`config.mk`:
```
export PLATFORM = sky130hd
export DESIGN_NAME = can_hvac_signal_decoder_unit
export DESIGN_NICKNAME = d
export VERILOG_FILES = /design/src/cshd_pkg.sv /design/src/cshd_decode.sv /design/src/can_hvac_signal_decoder_unit.sv
export VERILOG_INCLUDE_DIRS = /design/src /design/src/src
export SDC_FILE = /design/constraint.sdc
export NUM_CORES = 1
export LEC_CHECK = 0
export BUFFER_PORTS_ARGS = -buffer_cell sky130_fd_sc_hd__buf_2
export CAP_MARGIN = 10
export CORE_ASPECT_RATIO = 0.5
export CORE_UTILIZATION = 30
export DETAILED_ROUTE_END_ITERATION = 6
export PLACE_DENSITY = 0.48
export SLEW_MARGIN = 5
export SYNTH_ARGS = -nofsm -noshare
export SYNTH_HDL_FRONTEND = slang
export SYNTH_HIERARCHICAL = 1
export SYNTH_SLANG_ARGS = --single-unit
export TNS_END_PERCENT = 1
```
`constraint.sdc`:
```
create_clock -name clk -period 9.2 [get_ports clk]
set_input_delay 0.92 -clock clk [delete_from_list [all_inputs] [get_ports clk]]
set_output_delay 0.92 -clock clk [all_outputs]
set_load 0.005 [all_outputs]
```
`src/can_hvac_signal_decoder_unit_assert.svh`:
```
// ----------------------------------------------------------------------------
// can_hvac_signal_decoder_unit_assert.svh
// Assertion macros shared by the HVAC signal decoder RTL.
// ----------------------------------------------------------------------------
`ifndef CAN_HVAC_SIGNAL_DECODER_UNIT_ASSERT_SVH
`define CAN_HVAC_SIGNAL_DECODER_UNIT_ASSERT_SVH

// Property that must hold at every clock edge outside reset.
`define CSHD_ASSERT(lbl, expr, msg) \
	lbl: assert property (@(posedge clk) disable iff (!arst_n) (expr)) else $error(msg);

// Antecedent in one cycle implies consequent in the next.
`define CSHD_ASSERT_NEXT(lbl, ante, cons, msg) \
	lbl: assert property (@(posedge clk) disable iff (!arst_n) (ante) |=> (cons)) \
		else $error(msg);

`endif

```
`src/cshd_pkg.sv`:
```
// ----------------------------------------------------------------------------
// cshd_pkg
// Types and constants of the CAN HVAC signal decoder.
// ----------------------------------------------------------------------------
package cshd_pkg;

	localparam int IdW      = 29;
	localparam int InDataW  = 88;
	localparam int OutDataW = 48;
	localparam int CfgIdxW  = 2;

	// register indexes on the configuration channel
	localparam logic [CfgIdxW-1:0] RegOatId      = 2'd0;
	localparam logic [CfgIdxW-1:0] RegSetpointId = 2'd1;
	localparam logic [CfgIdxW-1:0] RegFanId      = 2'd2;
	localparam logic [CfgIdxW-1:0] RegDimId      = 2'd3;

	localparam logic [IdW-1:0] OatIdRst      = 29'h3C4;
	localparam logic [IdW-1:0] SetpointIdRst = 29'h3C8;
	localparam logic [IdW-1:0] FanIdRst      = 29'h357;
	localparam logic [IdW-1:0] DimIdRst      = 29'h3B3;

	localparam logic signed [13:0] OatRst = 14'sd720;
	localparam logic [6:0] DriverRst      = 7'd72;
	localparam logic [6:0] PassengerRst   = 7'd70;
	localparam logic [2:0] FanRst         = 3'd3;
	localparam logic [2:0] DimRst         = 3'd6;
	localparam logic [2:0] DimMax         = 3'd6;

	// received frame, can_id in the lowest bits
	typedef struct packed {
		logic [7:0]     data7;
		logic [7:0]     data6;
		logic [7:0]     data3;
		logic [7:0]     data2;
		logic [7:0]     data1;
		logic [7:0]     data0;
		logic [3:0]     length_code;
		logic [IdW-1:0] can_id;
	} item_t;

	typedef struct packed {
		logic [IdW-1:0] oat;
		logic [IdW-1:0] setpoint;
		logic [IdW-1:0] fan;
		logic [IdW-1:0] dim;
	} frame_ids_t;

	typedef struct packed {
		logic [2:0]        dim;
		logic [2:0]        fan;
		logic [6:0]        pas_sp;
		logic              pas_blank;
		logic [6:0]        drv_sp;
		logic              drv_blank;
		logic signed [13:0] oat;
	} store_t;

	// result item, oat_tenths in the lowest bits
	typedef struct packed {
		logic       used;
		logic [7:0] duty;
		store_t     st;
	} result_t;

endpackage

```
`src/cshd_decode.sv`:
```
// ----------------------------------------------------------------------------
// cshd_decode
// Identifier match, length check and signal decode for one frame; gives the
// next value of the held signals.
// ----------------------------------------------------------------------------
module cshd_decode (
	input  cshd_pkg::item_t      item,
	input  cshd_pkg::frame_ids_t ids,
	input  cshd_pkg::store_t     cur,
	output cshd_pkg::store_t     nxt,
	output logic                 used,
	output logic [7:0]           duty
);
	import cshd_pkg::*;

	function automatic logic [3:0] digit_of(input logic [7:0] b);
		return (b >= 8'h30 && b <= 8'h39) ? b[3:0] : 4'd0;
	endfunction

	function automatic logic [6:0] two_digits(input logic [7:0] hi, input logic [7:0] lo);
		logic [3:0] dh;
		logic [3:0] dl;
		dh = digit_of(hi);
		dl = digit_of(lo);
		return {dh, 3'b000} + {2'b00, dh, 1'b0} + {3'b000, dl};
	endfunction

	function automatic logic [2:0] fan_ladder(input logic [7:0] b);
		if (b == 8'h00) return 3'd0;
		if (b <= 8'h20) return 3'd1;
		if (b <= 8'h40) return 3'd2;
		if (b <= 8'h60) return 3'd3;
		if (b <= 8'h80) return 3'd4;
		if (b <= 8'hA0) return 3'd5;
		if (b <= 8'hC0) return 3'd6;
		return 3'd7;
	endfunction

	function automatic logic [2:0] dim_ladder(input logic [7:0] b);
		if (b == 8'h00) return 3'd0;
		if (b <= 8'h2A) return 3'd1;
		if (b <= 8'h55) return 3'd2;
		if (b <= 8'h80) return 3'd3;
		if (b <= 8'hAA) return 3'd4;
		if (b <= 8'hD5) return 3'd5;
		return 3'd6;
	endfunction

	// level*255/6 truncated to 8 bits
	function automatic logic [7:0] duty_of(input logic [2:0] lvl);
		case (lvl)
			3'd0:    return 8'd0;
			3'd1:    return 8'd42;
			3'd2:    return 8'd85;
			3'd3:    return 8'd127;
			3'd4:    return 8'd170;
			3'd5:    return 8'd212;
			3'd6:    return 8'd255;
			default: return 8'd41;
		endcase
	endfunction

	logic [15:0]        raw;
	logic [19:0]        prod;
	logic signed [14:0] oat_wide;
	logic               len_ok4;
	logic               len_ok8;
	logic               drv_blank;
	logic               pas_blank;

	// raw*9/64 by shift and add
	assign raw      = {item.data6, item.data7};
	assign prod     = {1'b0, raw, 3'b000} + {4'b0000, raw};
	assign oat_wide = $signed({1'b0, prod[19:6]}) - 15'sd1984;

	assign len_ok4   = item.length_code >= 4'd4;
	assign len_ok8   = item.length_code >= 4'd8;
	assign drv_blank = (item.data0 == 8'h00) && (item.data1 == 8'h00);
	assign pas_blank = (item.data2 == 8'h00) && (item.data3 == 8'h00);

	always_comb begin
		nxt  = cur;
		used = 1'b0;
		if (item.can_id == ids.oat) begin
			if (len_ok8) begin
				nxt.oat = oat_wide[13:0];
				used    = 1'b1;
			end
		end else if (item.can_id == ids.setpoint) begin
			if (len_ok4) begin
				nxt.drv_blank = drv_blank;
				nxt.drv_sp    = drv_blank ? 7'd0 : two_digits(item.data0, item.data1);
				nxt.pas_blank = pas_blank;
				nxt.pas_sp    = pas_blank ? 7'd0 : two_digits(item.data2, item.data3);
				if (drv_blank) begin
					nxt.fan = 3'd0;
				end
				used = 1'b1;
			end
		end else if (item.can_id == ids.fan) begin
			if (len_ok4) begin
				nxt.fan = fan_ladder(item.data3);
				used    = 1'b1;
			end
		end else if (item.can_id == ids.dim) begin
			if (len_ok4) begin
				nxt.dim = dim_ladder(item.data3);
				used    = 1'b1;
			end
		end
	end

	assign duty = duty_of(nxt.dim);

endmodule

```
`src/can_hvac_signal_decoder_unit.sv`:
```
// ----------------------------------------------------------------------------
// can_hvac_signal_decoder_unit
// Decodes HVAC signals from received CAN frames and emits a snapshot of the
// held values for every frame.
// ----------------------------------------------------------------------------
//  channel   direction  transfer when          content
//  s_*       in         s_tvalid & s_tready    one received frame
//  m_*       out        m_tvalid & m_tready    snapshot of held values
//  cfg_*     in         cfg_valid & cfg_ready  frame identifier register write
//
//  One frame per cycle while the m_* side is not stalled; a frame passes the
//  input register, then is decoded into the result register, which raises
//  m_tvalid for the frame's snapshot.
//  Held values update as the frame moves into the result register.
//  arst_n restores the default identifiers and held values.
//  A stalled m_* side still lets one more frame in; cfg_ready is always high.
// ----------------------------------------------------------------------------
module can_hvac_signal_decoder_unit (
	input  logic                          clk,
	input  logic                          arst_n,
	input  logic                          s_tvalid,
	output logic                          s_tready,
	// can_id[28:0], length_code[32:29], data0, data1, data2, data3, data6,
	// data7 (8 bits each from bit 33 up), zero fill [87:81]
	input  logic [cshd_pkg::InDataW-1:0]  s_tdata,
	output logic                          m_tvalid,
	input  logic                          m_tready,
	// oat_tenths[13:0], driver_blank[14], driver_setpoint[21:15],
	// passenger_blank[22], passenger_setpoint[29:23], fan_level[32:30],
	// dim_level[35:33], backlight_duty[43:36], frame_used[44], zero fill [47:45]
	output logic [cshd_pkg::OutDataW-1:0] m_tdata,
	input  logic                          cfg_valid,
	output logic                          cfg_ready,
	input  logic [cshd_pkg::CfgIdxW-1:0]  cfg_index,
	input  logic [cshd_pkg::IdW-1:0]      cfg_data
);
	import cshd_pkg::*;

	frame_ids_t ids_q;
	item_t      item_s1;
	logic       valid_s1;
	store_t     store_q;
	store_t     store_nxt;
	logic       used_nxt;
	logic [7:0] duty_nxt;
	result_t    res_q;
	logic       m_valid_q;
	logic       advance;
	logic       s_xfer;
	logic       out_stall;

	assign cfg_ready = 1'b1;
	assign advance   = valid_s1 && (!m_valid_q || m_tready);
	assign s_tready  = !valid_s1 || advance;
	assign s_xfer    = s_tvalid && s_tready;
	assign m_tvalid  = m_valid_q;
	assign m_tdata   = {{(OutDataW - $bits(result_t)){1'b0}}, res_q};
	assign out_stall = valid_s1 && m_valid_q && !m_tready;

	always_ff @(posedge clk or negedge arst_n) begin
		if (!arst_n) begin
			ids_q.oat      <= OatIdRst;
			ids_q.setpoint <= SetpointIdRst;
			ids_q.fan      <= FanIdRst;
			ids_q.dim      <= DimIdRst;
		end else if (cfg_valid && cfg_ready) begin
			case (cfg_index)
				RegOatId:      ids_q.oat      <= cfg_data;
				RegSetpointId: ids_q.setpoint <= cfg_data;
				RegFanId:      ids_q.fan      <= cfg_data;
				RegDimId:      ids_q.dim      <= cfg_data;
				default:       ids_q          <= ids_q;
			endcase
		end
	end

	always_ff @(posedge clk or negedge arst_n) begin
		if (!arst_n) begin
			valid_s1 <= 1'b0;
		end else if (s_xfer) begin
			valid_s1 <= 1'b1;
		end else if (advance) begin
			valid_s1 <= 1'b0;
		end
	end

	always_ff @(posedge clk) begin
		if (s_xfer) begin
			item_s1 <= item_t'(s_tdata[$bits(item_t)-1:0]);
		end
	end

	cshd_decode u_decode (
		.item (item_s1),
		.ids  (ids_q),
		.cur  (store_q),
		.nxt  (store_nxt),
		.used (used_nxt),
		.duty (duty_nxt)
	);

	always_ff @(posedge clk or negedge arst_n) begin
		if (!arst_n) begin
			store_q.oat       <= OatRst;
			store_q.drv_blank <= 1'b0;
			store_q.drv_sp    <= DriverRst;
			store_q.pas_blank <= 1'b0;
			store_q.pas_sp    <= PassengerRst;
			store_q.fan       <= FanRst;
			store_q.dim       <= DimRst;
			m_valid_q         <= 1'b0;
		end else if (advance) begin
			store_q   <= store_nxt;
			m_valid_q <= 1'b1;
		end else if (m_tready) begin
			m_valid_q <= 1'b0;
		end
	end

	always_ff @(posedge clk) begin
		if (advance) begin
			res_q.st   <= store_nxt;
			res_q.used <= used_nxt;
			res_q.duty <= duty_nxt;
		end
	end

	`include "can_hvac_signal_decoder_unit_assert.svh"

	`CSHD_ASSERT(a_dim_range, store_q.dim <= DimMax, "dim level out of range")
	`CSHD_ASSERT(a_blank_zero, !store_q.drv_blank || !(|store_q.drv_sp), "setpoint under blank")
	`CSHD_ASSERT(a_stall_cause, s_tready || out_stall, "input stalled without a full pipe")
	`CSHD_ASSERT_NEXT(a_hold_s1, out_stall, valid_s1 && m_valid_q, "frame lost in output stall")

endmodule
```
Word-level counts from Yosys, hierarchy flattened:

Index checks and enable logic that the tools add are counted.

* register bits: 280
* input bits: 124
* logic and storage cells: 274

* add/sub/neg operators: 6
* order comparisons: 20
* equality and inequality tests: 13
* mux-type cells: 181
* reduce and logical (&&, ||, !) cells: 24

Operators by type and width (number)
* $mux 3: 55
* $eq 29x29->1: 4
* $mux 1: 114
* $pmux 8 s7: 1
* $le 8x6->1 const B: 6
* $le 8x8->1 const B: 5
* $ge 8x6->1 const B: 4
* $logic_not 8->1: 4
* $mux 14: 2
* $le 8x7->1 const B: 3
* $mux 22: 1
* $add 19x16->20: 1
* $mux 19: 1
* $mux 16: 1
* $mux 4: 4
* $add 7x4->7: 2
* $add 7x5->7: 2
* $mux 7: 2
* $sub 14x11->14 const B: 1
* $eq 3x3->1 const B: 3
* $logic_and 1x1->1: 8
* $reduce_and 2->1: 4
* $eq 3x2->1 const B: 2
* $eq 2x2->1 const B: 2
* 9 further kinds: 12

Longest topological paths before layout:

Gate-level depths: netlist of run 1.

* depth after elaboration: 64
* depth in mapped cells: 14
* depth with buffers taken out: 14

Hierarchy:

Netlist of run 1, hierarchy kept.

Modules (own cells, without submodules)
* can_hvac_signal_decoder_unit: times used 1, cells an instance 464, area each 9786.9 um^2, seq. area each 7683.6 um^2
* cshd_decode: times used 1, cells an instance 466, area each 3329.4 um^2, seq. area each 0.0 um^2

Worst setup path after synthesis of run 1:

Ideal clock, no wire load.

* kind: input-to-reg
* start point: input port m_tready
* end point: register item_s1[0] in the netlist's numbering (enable)
* setup time: 0.449 ns
* arrival: 2.983 ns
* data required time: 8.751 ns
* slack: 5.768 ns
* stages: 2
* path buffers: 0
* path through: nand3b_1 > and2_1

* longest elaborated chain between the ends: 4

RTL lines
* start, declared: RTL line can_hvac_signal_decoder_unit.sv:27 `input logic m_tready,`
* $logic_or 1x1->1: RTL line can_hvac_signal_decoder_unit.sv:53 `assign advance = valid_s1 && (!m_valid_q || m_tready);`
* $logic_and 1x1->1: RTL line can_hvac_signal_decoder_unit.sv:53
* $logic_or 1x1->1: RTL line can_hvac_signal_decoder_unit.sv:54 `assign s_tready = !valid_s1 || advance;`
* $logic_and 1x1->1: RTL line can_hvac_signal_decoder_unit.sv:55 `assign s_xfer = s_tvalid && s_tready;`
* net s_xfer: RTL line can_hvac_signal_decoder_unit.sv:49 `logic s_xfer;`
* end signal, assigned: RTL line can_hvac_signal_decoder_unit.sv:89 `item_s1 <= item_t'(s_tdata[$bits(item_t)-1:0]);`
* end, declared: RTL line can_hvac_signal_decoder_unit.sv:40 `item_t item_s1;`

The timed path passes the listed nets, and every way through them passes these cells.
A chain may end at the register's enable or synchronous reset.

==> results of run 1 <==
==> flip-flops by register name, indices dropped and copies added (netlist names) <==
signal,cells
m_tvalid,1
store_q,36
ids_q,116
valid_s1,1
m_tdata,45
item_s1,79
==> cell type report <==
cell class | instances | area [um2]
inverter | 19 | 71.3
clock buffer | 41 | 842
multi-input combinational | 601 | 5140
sequential | 278 | 7620
tap | 577 | 722
antenna | 2 | 5.00
fill | 4176 | 27000
clock inverter | 13 | 130
timing repair buffer | 168 | 865
==> worst max-delay path, cell delays in order (launching register included) <==
cell	delay [ns]
edfxtp_1	0.49
xor2_1	0.19
nor4_1	0.54
nand4_1	0.25
nor4_4	0.53
nor2_1	0.18
nand2_1	0.78
mux2_2	0.43
mux2_2	0.26
==> through the flow <==
stage	instances	cell area (um2)	setup WS [ns]
2_1_floorplan	930	13100	5.82
3_3_place_gp	1643	14400	5.44
3_5_place_dp	1643	14400	5.41
4_1_cts	1697	15400	5.38
5_1_grt	1698	15400	5.11
6_report	1699	15400	5.39
==> worst paths after layout <==
kind | startpoint | to | slack [ns] | depth (start not counted)
worst max-delay path | item_s1[5] | store_q[22] | 5.39 | 8
min in group clk | store_q[2] | store_q[2] | 0.50 | 1
worst min register to register | store_q[2] | store_q[2] | 0.50 | 1
worst max register to register | item_s1[5] | store_q[22] | 5.39 | 8
max in group asynchronous | arst_n | store_q[15] | 7.43 | 2
worst min-delay path | arst_n | ids_q[82] | 0.47 | 1
==> placed cells by master (no fill, tap or decap), types with 30 or more instances in the layout <==
master and count:
dfrtp_1 117, xor2_1 87, clkbuf_16 30, edfxtp_1 124
mux2_2 119, xnor2_1 50, nand2_1 47, dfstp_2 37
buf_2 160, o21ai_0 30, mux2_4 40
==> routing by layer <==
metal / GRT usage, % / up-vias / part of all wire, %
li1: - / 3702 / -
met5: 0 / - / 0
met1: 17.9 / 3880 / 45
met3: 2.41 / 40 / 3.2
met4: 3.35 / 0 / 2.0
met2: 24.5 / 93 / 50
==> power breakdown <==
group          total [W]  switching, W  internal [W]
logic           0.000434      0.000212      0.000221
registers        0.00155     0.0000964       0.00146
clock network    0.00121      0.000511      0.000696
==> flow_metrics.tcl, run 1 <==
set metrics [dict create \
    status "finished clean" \
    layout-drive-gt1-share_pct 37.9 \
    numCtsBuffers 29 \
    cp-start-kind "register" \
    p_per_area_nw_per_um2 207 \
    finalCritPeriodShare_pct 41.4 \
    min_period_ns 3.81 \
    chipHeight_um 150 \
    post-route-util_pct 36.3 \
    place_congestion 0.796 \
    hold_viol_final 0 \
    syn_avg_cell_area_um2 14.1 \
    nNetsFinal 1252 \
    root_buffer "clkbuf_16" \
    fin_skew_ns 0.0271 \
    viasPerCell 4.54 \
    core_area_um2 42400 \
    die_w_um 297 \
    path_max_fanout 30 \
    rsz0062_at_grt "no" \
    htree_num_levels 1 \
    routed_wl_um 31000 \
    maxCapViolCount 0 \
    ctsResizeCount 0 \
    track_usage_pct 13.9 \
    grt_pass1_vias 8187 \
    cp_data_required_time_ns 9.65 \
    cts_buffer_depth 3 \
    grt_first_pass_wirelength_um 48100 \
    vias 7715 \
    grt_max_degree 104 \
    clk_pin_slew_ns 0.06 \
    ant_nets 0 \
    drt_first_pass_iters 4 \
    initial_core_util_pct 30.8 \
    rows 53 \
    drt_iter0_markers 363 \
    cts_tree "built" \
    slew_violations 0 \
    overflow 0 \
    synth_area_um2 13100 \
    postCtsHoldBufs 0 \
    io_pins 175 \
    hold_path.class "input port to asynchronous set/reset pin" \
    die_area_um2 44400 \
    drc 0 \
    crit_arrival_ns 4.26 \
    ir_worst_vdd_mv 0.131 \
    relSlewSlack_pct 26.5 \
    finalSetupTns_ns 0 \
    synth_cells 928 \
    p_leak_nw 6.44 \
    post_cts_buffers 0 \
    hpwlAfterDp_um 21600 \
    whs_ns 0.468 \
    numPortBuffers 161 \
    ys_warn_count 6 \
    cts.sinks 278 \
    fin_total_pwr_w 0.00319 \
    crit_path_end_kind "register" \
    setup_viol 0 \
    areaGrowthSynthToFinish_pct 18.0 \
    wire_per_inst_um 18.2 \
    fmax_mhz 262 \
    antenna_found_initial 2 \
    worst_pin_slew_ns 1.10 \
    worstSkewPairLatency_ns 0.58 \
    critPathKind "register to register" \
]
No activity file was read; power rests on OpenSTA's default activity.
==> inputs of run 2 (changes only) <==
- PLACE_DENSITY: 0.48 -> 0.5
- clock period: 9.2 -> 3.4 ns (I/O delays scaled with it)
==> run 2 against run 1 <==
  * Global-route usage rose by 0.13 points
  * Core utilization grew 2.4 points
  * Total power grew to 2.8 times the previous value
  * Die area did not move
  * Sequential power increased to 2.7 times the previous value
  * Routed wire length increased by 0.37%
  * Worst hold slack worse by 0.42 ns
  * Final area increased by 6.6%
  * Largest cell class unchanged
  * Highest routed layer is now met5
==> flow_metrics.tcl, run 2 (synthesis results as in run 1) <==
set metrics [dict create \
    status "finished clean" \
    die_area_um2 44400 \
    stdcell_area_um2 16400 \
    min_from "cfg_data[12]" \
    rows 53 \
    ir_worst_vdd_mv 0.379 \
    fmax_mhz 304 \
    overflow 0 \
    p_per_area_nw_per_um2 538 \
    htree_num_levels 1 \
    setup_viol 0 \
    finalCritPeriodShare_pct 96.9 \
    reg2reg_depth 12 \
    layout-drive-gt1-share_pct 36.3 \
    cp_data_required_time_ns 3.83 \
    cts_tree "built" \
    worstPathCellList "or2_2 -> a2111oi_2 -> buf_4 -> nand2_1 -> fa_1 -> inv_1 -> ha_1 -> a21o_1 -> a21oi_1 -> xor2_1 -> o31ai_1 -> mux2_2" \
    ant_nets 0 \
    numCtsBuffers 28 \
    final_cell_mix "160 x buf_2, 124 x edfxtp_1, 119 x mux2_2" \
    clk_pin_slew_ns 0.07 \
    critPathKind "register to register" \
    critPathMaxStageDelay_ns 0.56 \
    hold_viol_final 0 \
    place_area_um2 14600 \
    critPathBufInv 2 \
    min_to "ids_q[70]" \
    areaGrowthSynthToFinish_pct 25.8 \
    die_w_um 297 \
    hold_path_depth 2 \
    grt_first_pass_wirelength_um 48700 \
    drc 0 \
    num-fill-cells 4103 \
    crit_arrival_ns 3.72 \
    rrSetupSlack_ns 0.11 \
    worstSkewPairLatency_ns 0.56 \
    dpl.cell_count 1660 \
    relSlewSlack_pct 50.2 \
    numPortBuffers 161 \
    cts_buffer_depth 3 \
    min_period_ns 3.29 \
    io_pins 175 \
    routed_wl_um 31100 \
    worst_pin_slew_ns 0.747 \
    crit_path_end_kind "register" \
    drt_first_pass_iters 4 \
    p_leak_nw 6.87 \
    maxCapViolCount 0 \
    wire_per_inst_um 17.3 \
    antenna_found_initial 1 \
    cp-start-kind "register" \
    initial_core_util_pct 30.8 \
    rsz0062_at_grt "yes" \
    final_common_cell "buf_2" \
    crit_slowest_cell "fa_1" \
    path_max_fanout 4 \
    r2r-start "item_s1[58]" \
    grt_pass1_vias 8633 \
    drt_iter0_markers 296 \
    nNetsFinal 1349 \
    grt_max_degree 80 \
    fin_total_pwr_w 0.00883 \
    core_area_um2 42400 \
    root_buffer "clkbuf_16" \
    cts.sinks 278 \
    finalSetupTns_ns 0 \
    largest_reg_flops 116 \
    hpwlAfterDp_um 21900 \
    top_register "ids_q" \
    hold_path.class "input port to register" \
    place_congestion 0.810 \
    vias 8005 \
    crit_family "adder cells" \
    chipHeight_um 150 \
    viasPerCell 4.46 \
    final_cell_count_no_fill 1794 \
    track_usage_pct 14.1 \
    whs_ns 0.0483 \
    slew_violations 0 \
    timing.rr.end "store_q[28]" \
    fin_skew_ns 0.0227 \
]
run 2: cell count changes in the layout (fill, tap and decap cells not counted), moves of 2 or more:
| cell | change |
|---|---|
| bufinv_16 | +4 |
| clkbuf_8 | -2 |
| dlygate4sd3_1 | +81 |
| clkbuf_16 | -2 |
| clkinv_2 | -4 |
| buf_12 | +3 |
| buf_4 | +14 |
| clkinvlp_4 | +3 |
| a21boi_0 | -2 |
run 2: worst max path at each step:
stage | from | to | slack, ns | cells after the start
after floorplan | item_s1[58] | store_q[28] | 0.15 | 11
after global placement | item_s1[58] | store_q[28] | 0.14 | 12
after detailed placement | item_s1[58] | store_q[28] | 0.1 | 12
after CTS | item_s1[58] | store_q[28] | 0.07 | 12
after global routing | item_s1[58] | store_q[29] | -0.03 | 13
final | item_s1[58] | store_q[28] | 0.11 | 12
run 2: layer usage:
layer / wire length (um) / global-route usage, % / vias to the layer above
li1: - / - / 3888
met4: 471 / 2.58 / 2
met1: 14000 / 17.9 / 3975
met5: 11 / 0 / -
met3: 849 / 2.13 / 37
met2: 15700 / 25.6 / 103
run 2: repair_timing:
item	CTS	global route
hold buffers	81	0
endpoints found under the hold margin	129	0
buffers inserted	0	0
gates resized for setup	0	7
endpoints found under the setup margin	0	9
run 2: power by group:
part	internal (W)	switching [W]	leakage (nW)
combinational	0.000675	0.000593	3.37
clock	0.00204	0.00132	0.478
sequential	0.00394	0.000259	3.03
run 2: metrics by stage:
step           setup slack [ns]  utilization [%]
3_5_place_dp             0.0959             34.4
4_1_cts                  0.0690             38.7
3_3_place_gp              0.138             34.4
6_report                  0.106             38.7
5_1_grt                 -0.0292             38.7
2_1_floorplan             0.147                -
run 2: layout make-up:
cell class              count  area [um2]  area share (%)
clock inverters            14         236            1.44
diodes                      1        2.50          0.0152
repair buffers            266        1840            11.2
well taps                 577         722            4.40
flip-flops and latches    278        7620            46.4
multi-input cells         601        5160            31.4
inverters                  19        71.3           0.434
clock buffers              38         768            4.68
==> inputs of run 3 (changes only) <==
- BUFFER_PORTS_ARGS: -buffer_cell sky130_fd_sc_hd__buf_2 -> not set
- CTS_CLUSTER_DIAMETER: not set -> 50
- DONT_BUFFER_PORTS: not set -> 1
- PLACE_DENSITY: 0.5 -> 0.46
==> run 3 against run 2 <==
  * The flow now finishes with violations (hold timing)
  * Routed wire length is 0.67% higher
  * Sequential power about the same
  * Core utilization is 1.2 points lower
  * Final area down 3.2%
  * Largest power group unchanged
==> flow_metrics.tcl, run 3 (synthesis results as in run 1) <==
set metrics [dict create \
    intPower_w 0.00642 \
    drt_first_pass_iters 4 \
    antenna_found_initial 1 \
    layout-drive-gt1-share_pct 26.2 \
    postCtsHoldBufs 111 \
    chipHeight_um 150 \
    cp-start-kind "register" \
    ant_nets 0 \
    slew_violations 0 \
    fin_total_pwr_w 0.00861 \
    numPortBuffers 0 \
    num-fill-cells 4022 \
    status "finished with violations" \
    nNetsFinal 1220 \
    crit_path_end_kind "register" \
    relSlewSlack_pct 28.3 \
    whs_ns -0.540 \
    grt_max_degree 155 \
    largest_reg_flops 116 \
    vias 7615 \
    setup_viol 0 \
    switching_share_pct 25.5 \
    final_common_cell "edfxtp_1" \
    p_sw_w 0.00219 \
    top_register "ids_q" \
    finalCritPeriodShare_pct 95.1 \
    die_area_um2 44400 \
    critPathKind "register to register" \
    cts.sinks 278 \
    maxCapViolCount 0 \
    crit_arrival_ns 3.67 \
    comb_power_share_pct 13.5 \
    rsz0062_at_grt "yes" \
    p_per_area_nw_per_um2 541 \
    hold_viol_final 154 \
    place_congestion 0.794 \
    viasPerCell 4.57 \
    routed_wl_um 31300 \
    worst_pin_slew_ns 1.08 \
    clk_pin_slew_ns 0.06 \
    cts_tree "built" \
    areaGrowthSynthToFinish_pct 21.8 \
    overflow 0 \
    track_usage_pct 14.1 \
    p_leak_nw 6.34 \
    initial_core_util_pct 30.8 \
    numCtsBuffers 30 \
    violations "hold timing" \
    finalSetupTns_ns 0 \
    drc 0 \
    p_seq_share_pct 48.8 \
    fmax_mhz 309 \
    root_buffer "clkbuf_16" \
    core_area_um2 42400 \
    wire_per_inst_um 18.8 \
    htree_num_levels 1 \
    power_frac_clock_pct 37.6 \
    drt_iter0_markers 305 \
    die_w_um 297 \
    cp_data_required_time_ns 3.83 \
    final_cell_mix "124 x edfxtp_1, 119 x mux2_2, 117 x dfrtp_1" \
    rows 53 \
    worstSkewPairLatency_ns 0.58 \
    io_pins 175 \
    fin_skew_ns 0.0326 \
    grt_pass1_vias 8145 \
    path_max_fanout 4 \
    hold_path.class "input port to asynchronous set/reset pin" \
    hpwlAfterDp_um 21500 \
    post-route-util_pct 37.5 \
    min_period_ns 3.23 \
    ir_worst_vdd_mv 0.345 \
    cts_buffer_depth 3 \
    grt_first_pass_wirelength_um 48500 \
]
[run 3: cell count changes in the layout (fill, tap and decap cells not counted), sizes merged]
| cell | change |
|---|---|
| clkbuf | +4 |
| bufinv | -5 |
| dlygate4sd3 | +30 |
| inv | +2 |
| diode | +1 |
| clkinvlp | -2 |
| buf | -161 |
| clkinv | +5 |
[run 3: worst paths after layout]
kind / end / from / depth (start not counted) / slack (ns)
min in group clk: item_s1[65] / s_tvalid / 1 / 0.25
hold / removal: ids_q[113] / arst_n / 0 / -0.54
hold reg to reg: store_q[2] / store_q[2] / 1 / 0.51
max in group asynchronous: store_q[29] / arst_n / 0 / 3.63
setup / recovery: store_q[28] / item_s1[58] / 12 / 0.17
setup reg to reg: store_q[28] / item_s1[58] / 12 / 0.17
[run 3: per-layer routing]
layer  part of all wire, %  track usage, %
met1                    44            18.0
met2                    51            25.1
met3                   3.6            2.67
met4                   1.8            2.86
met5                     0               0
[run 3: layout make-up]
cell class	instances	area [um2]	share of cell area, %
Multi-Input combinational cell	601	5180	32.6
Antenna cell	2	5.00	0.0315
Inverter	19	71.3	0.449
Tap cell	577	722	4.54
Sequential cell	278	7620	48.0
Clock buffer	42	857	5.39
Clock inverter	14	121	0.763
Timing Repair Buffer	135	1320	8.28
[run 3: critical path, cell delays in order, from the launching register on]
cell,delay [ns]
edfxtp_1,0.41
or2_2,0.35
a2111oi_4,0.35
buf_4,0.17
nand2_1,0.06
fa_1,0.55
inv_1,0.06
ha_1,0.29
a21o_1,0.18
a21oi_1,0.16
xor2_1,0.17
o31ai_1,0.09
mux2_2,0.27
[run 3: what timing repair did]
action / 4_1_cts / 5_1_grt
pin swaps: 0 / 0
cloned: 0 / 0
setup endpoints to repair: 2 / 13
endpoints found under the hold margin: 351 / 154
buffers inserted: 0 / 1
gates resized for setup: 1 / 8
[run 3: power by group through the flow]
stage	Sequential, W	Combinational [W]	Clock, W
2_1_floorplan	0.00420	0.000797	0
3_3_place_gp	0.00426	0.00103	0
3_5_place_dp	0.00427	0.00104	0
4_1_cts	0.00421	0.00118	0.00336
5_1_grt	0.00425	0.00127	0.00353
6_report	0.00420	0.00117	0.00324
[run 3: metrics by stage]
stage	instances	worst slack, ns	cell area (um2)
detailed placement	1498	-0.0115	13800
floorplan	930	0.147	13100
global route	1667	-0.0134	15900
global placement	1498	0.122	13800
CTS	1665	0.0370	15900
finish	1668	0.167	15900
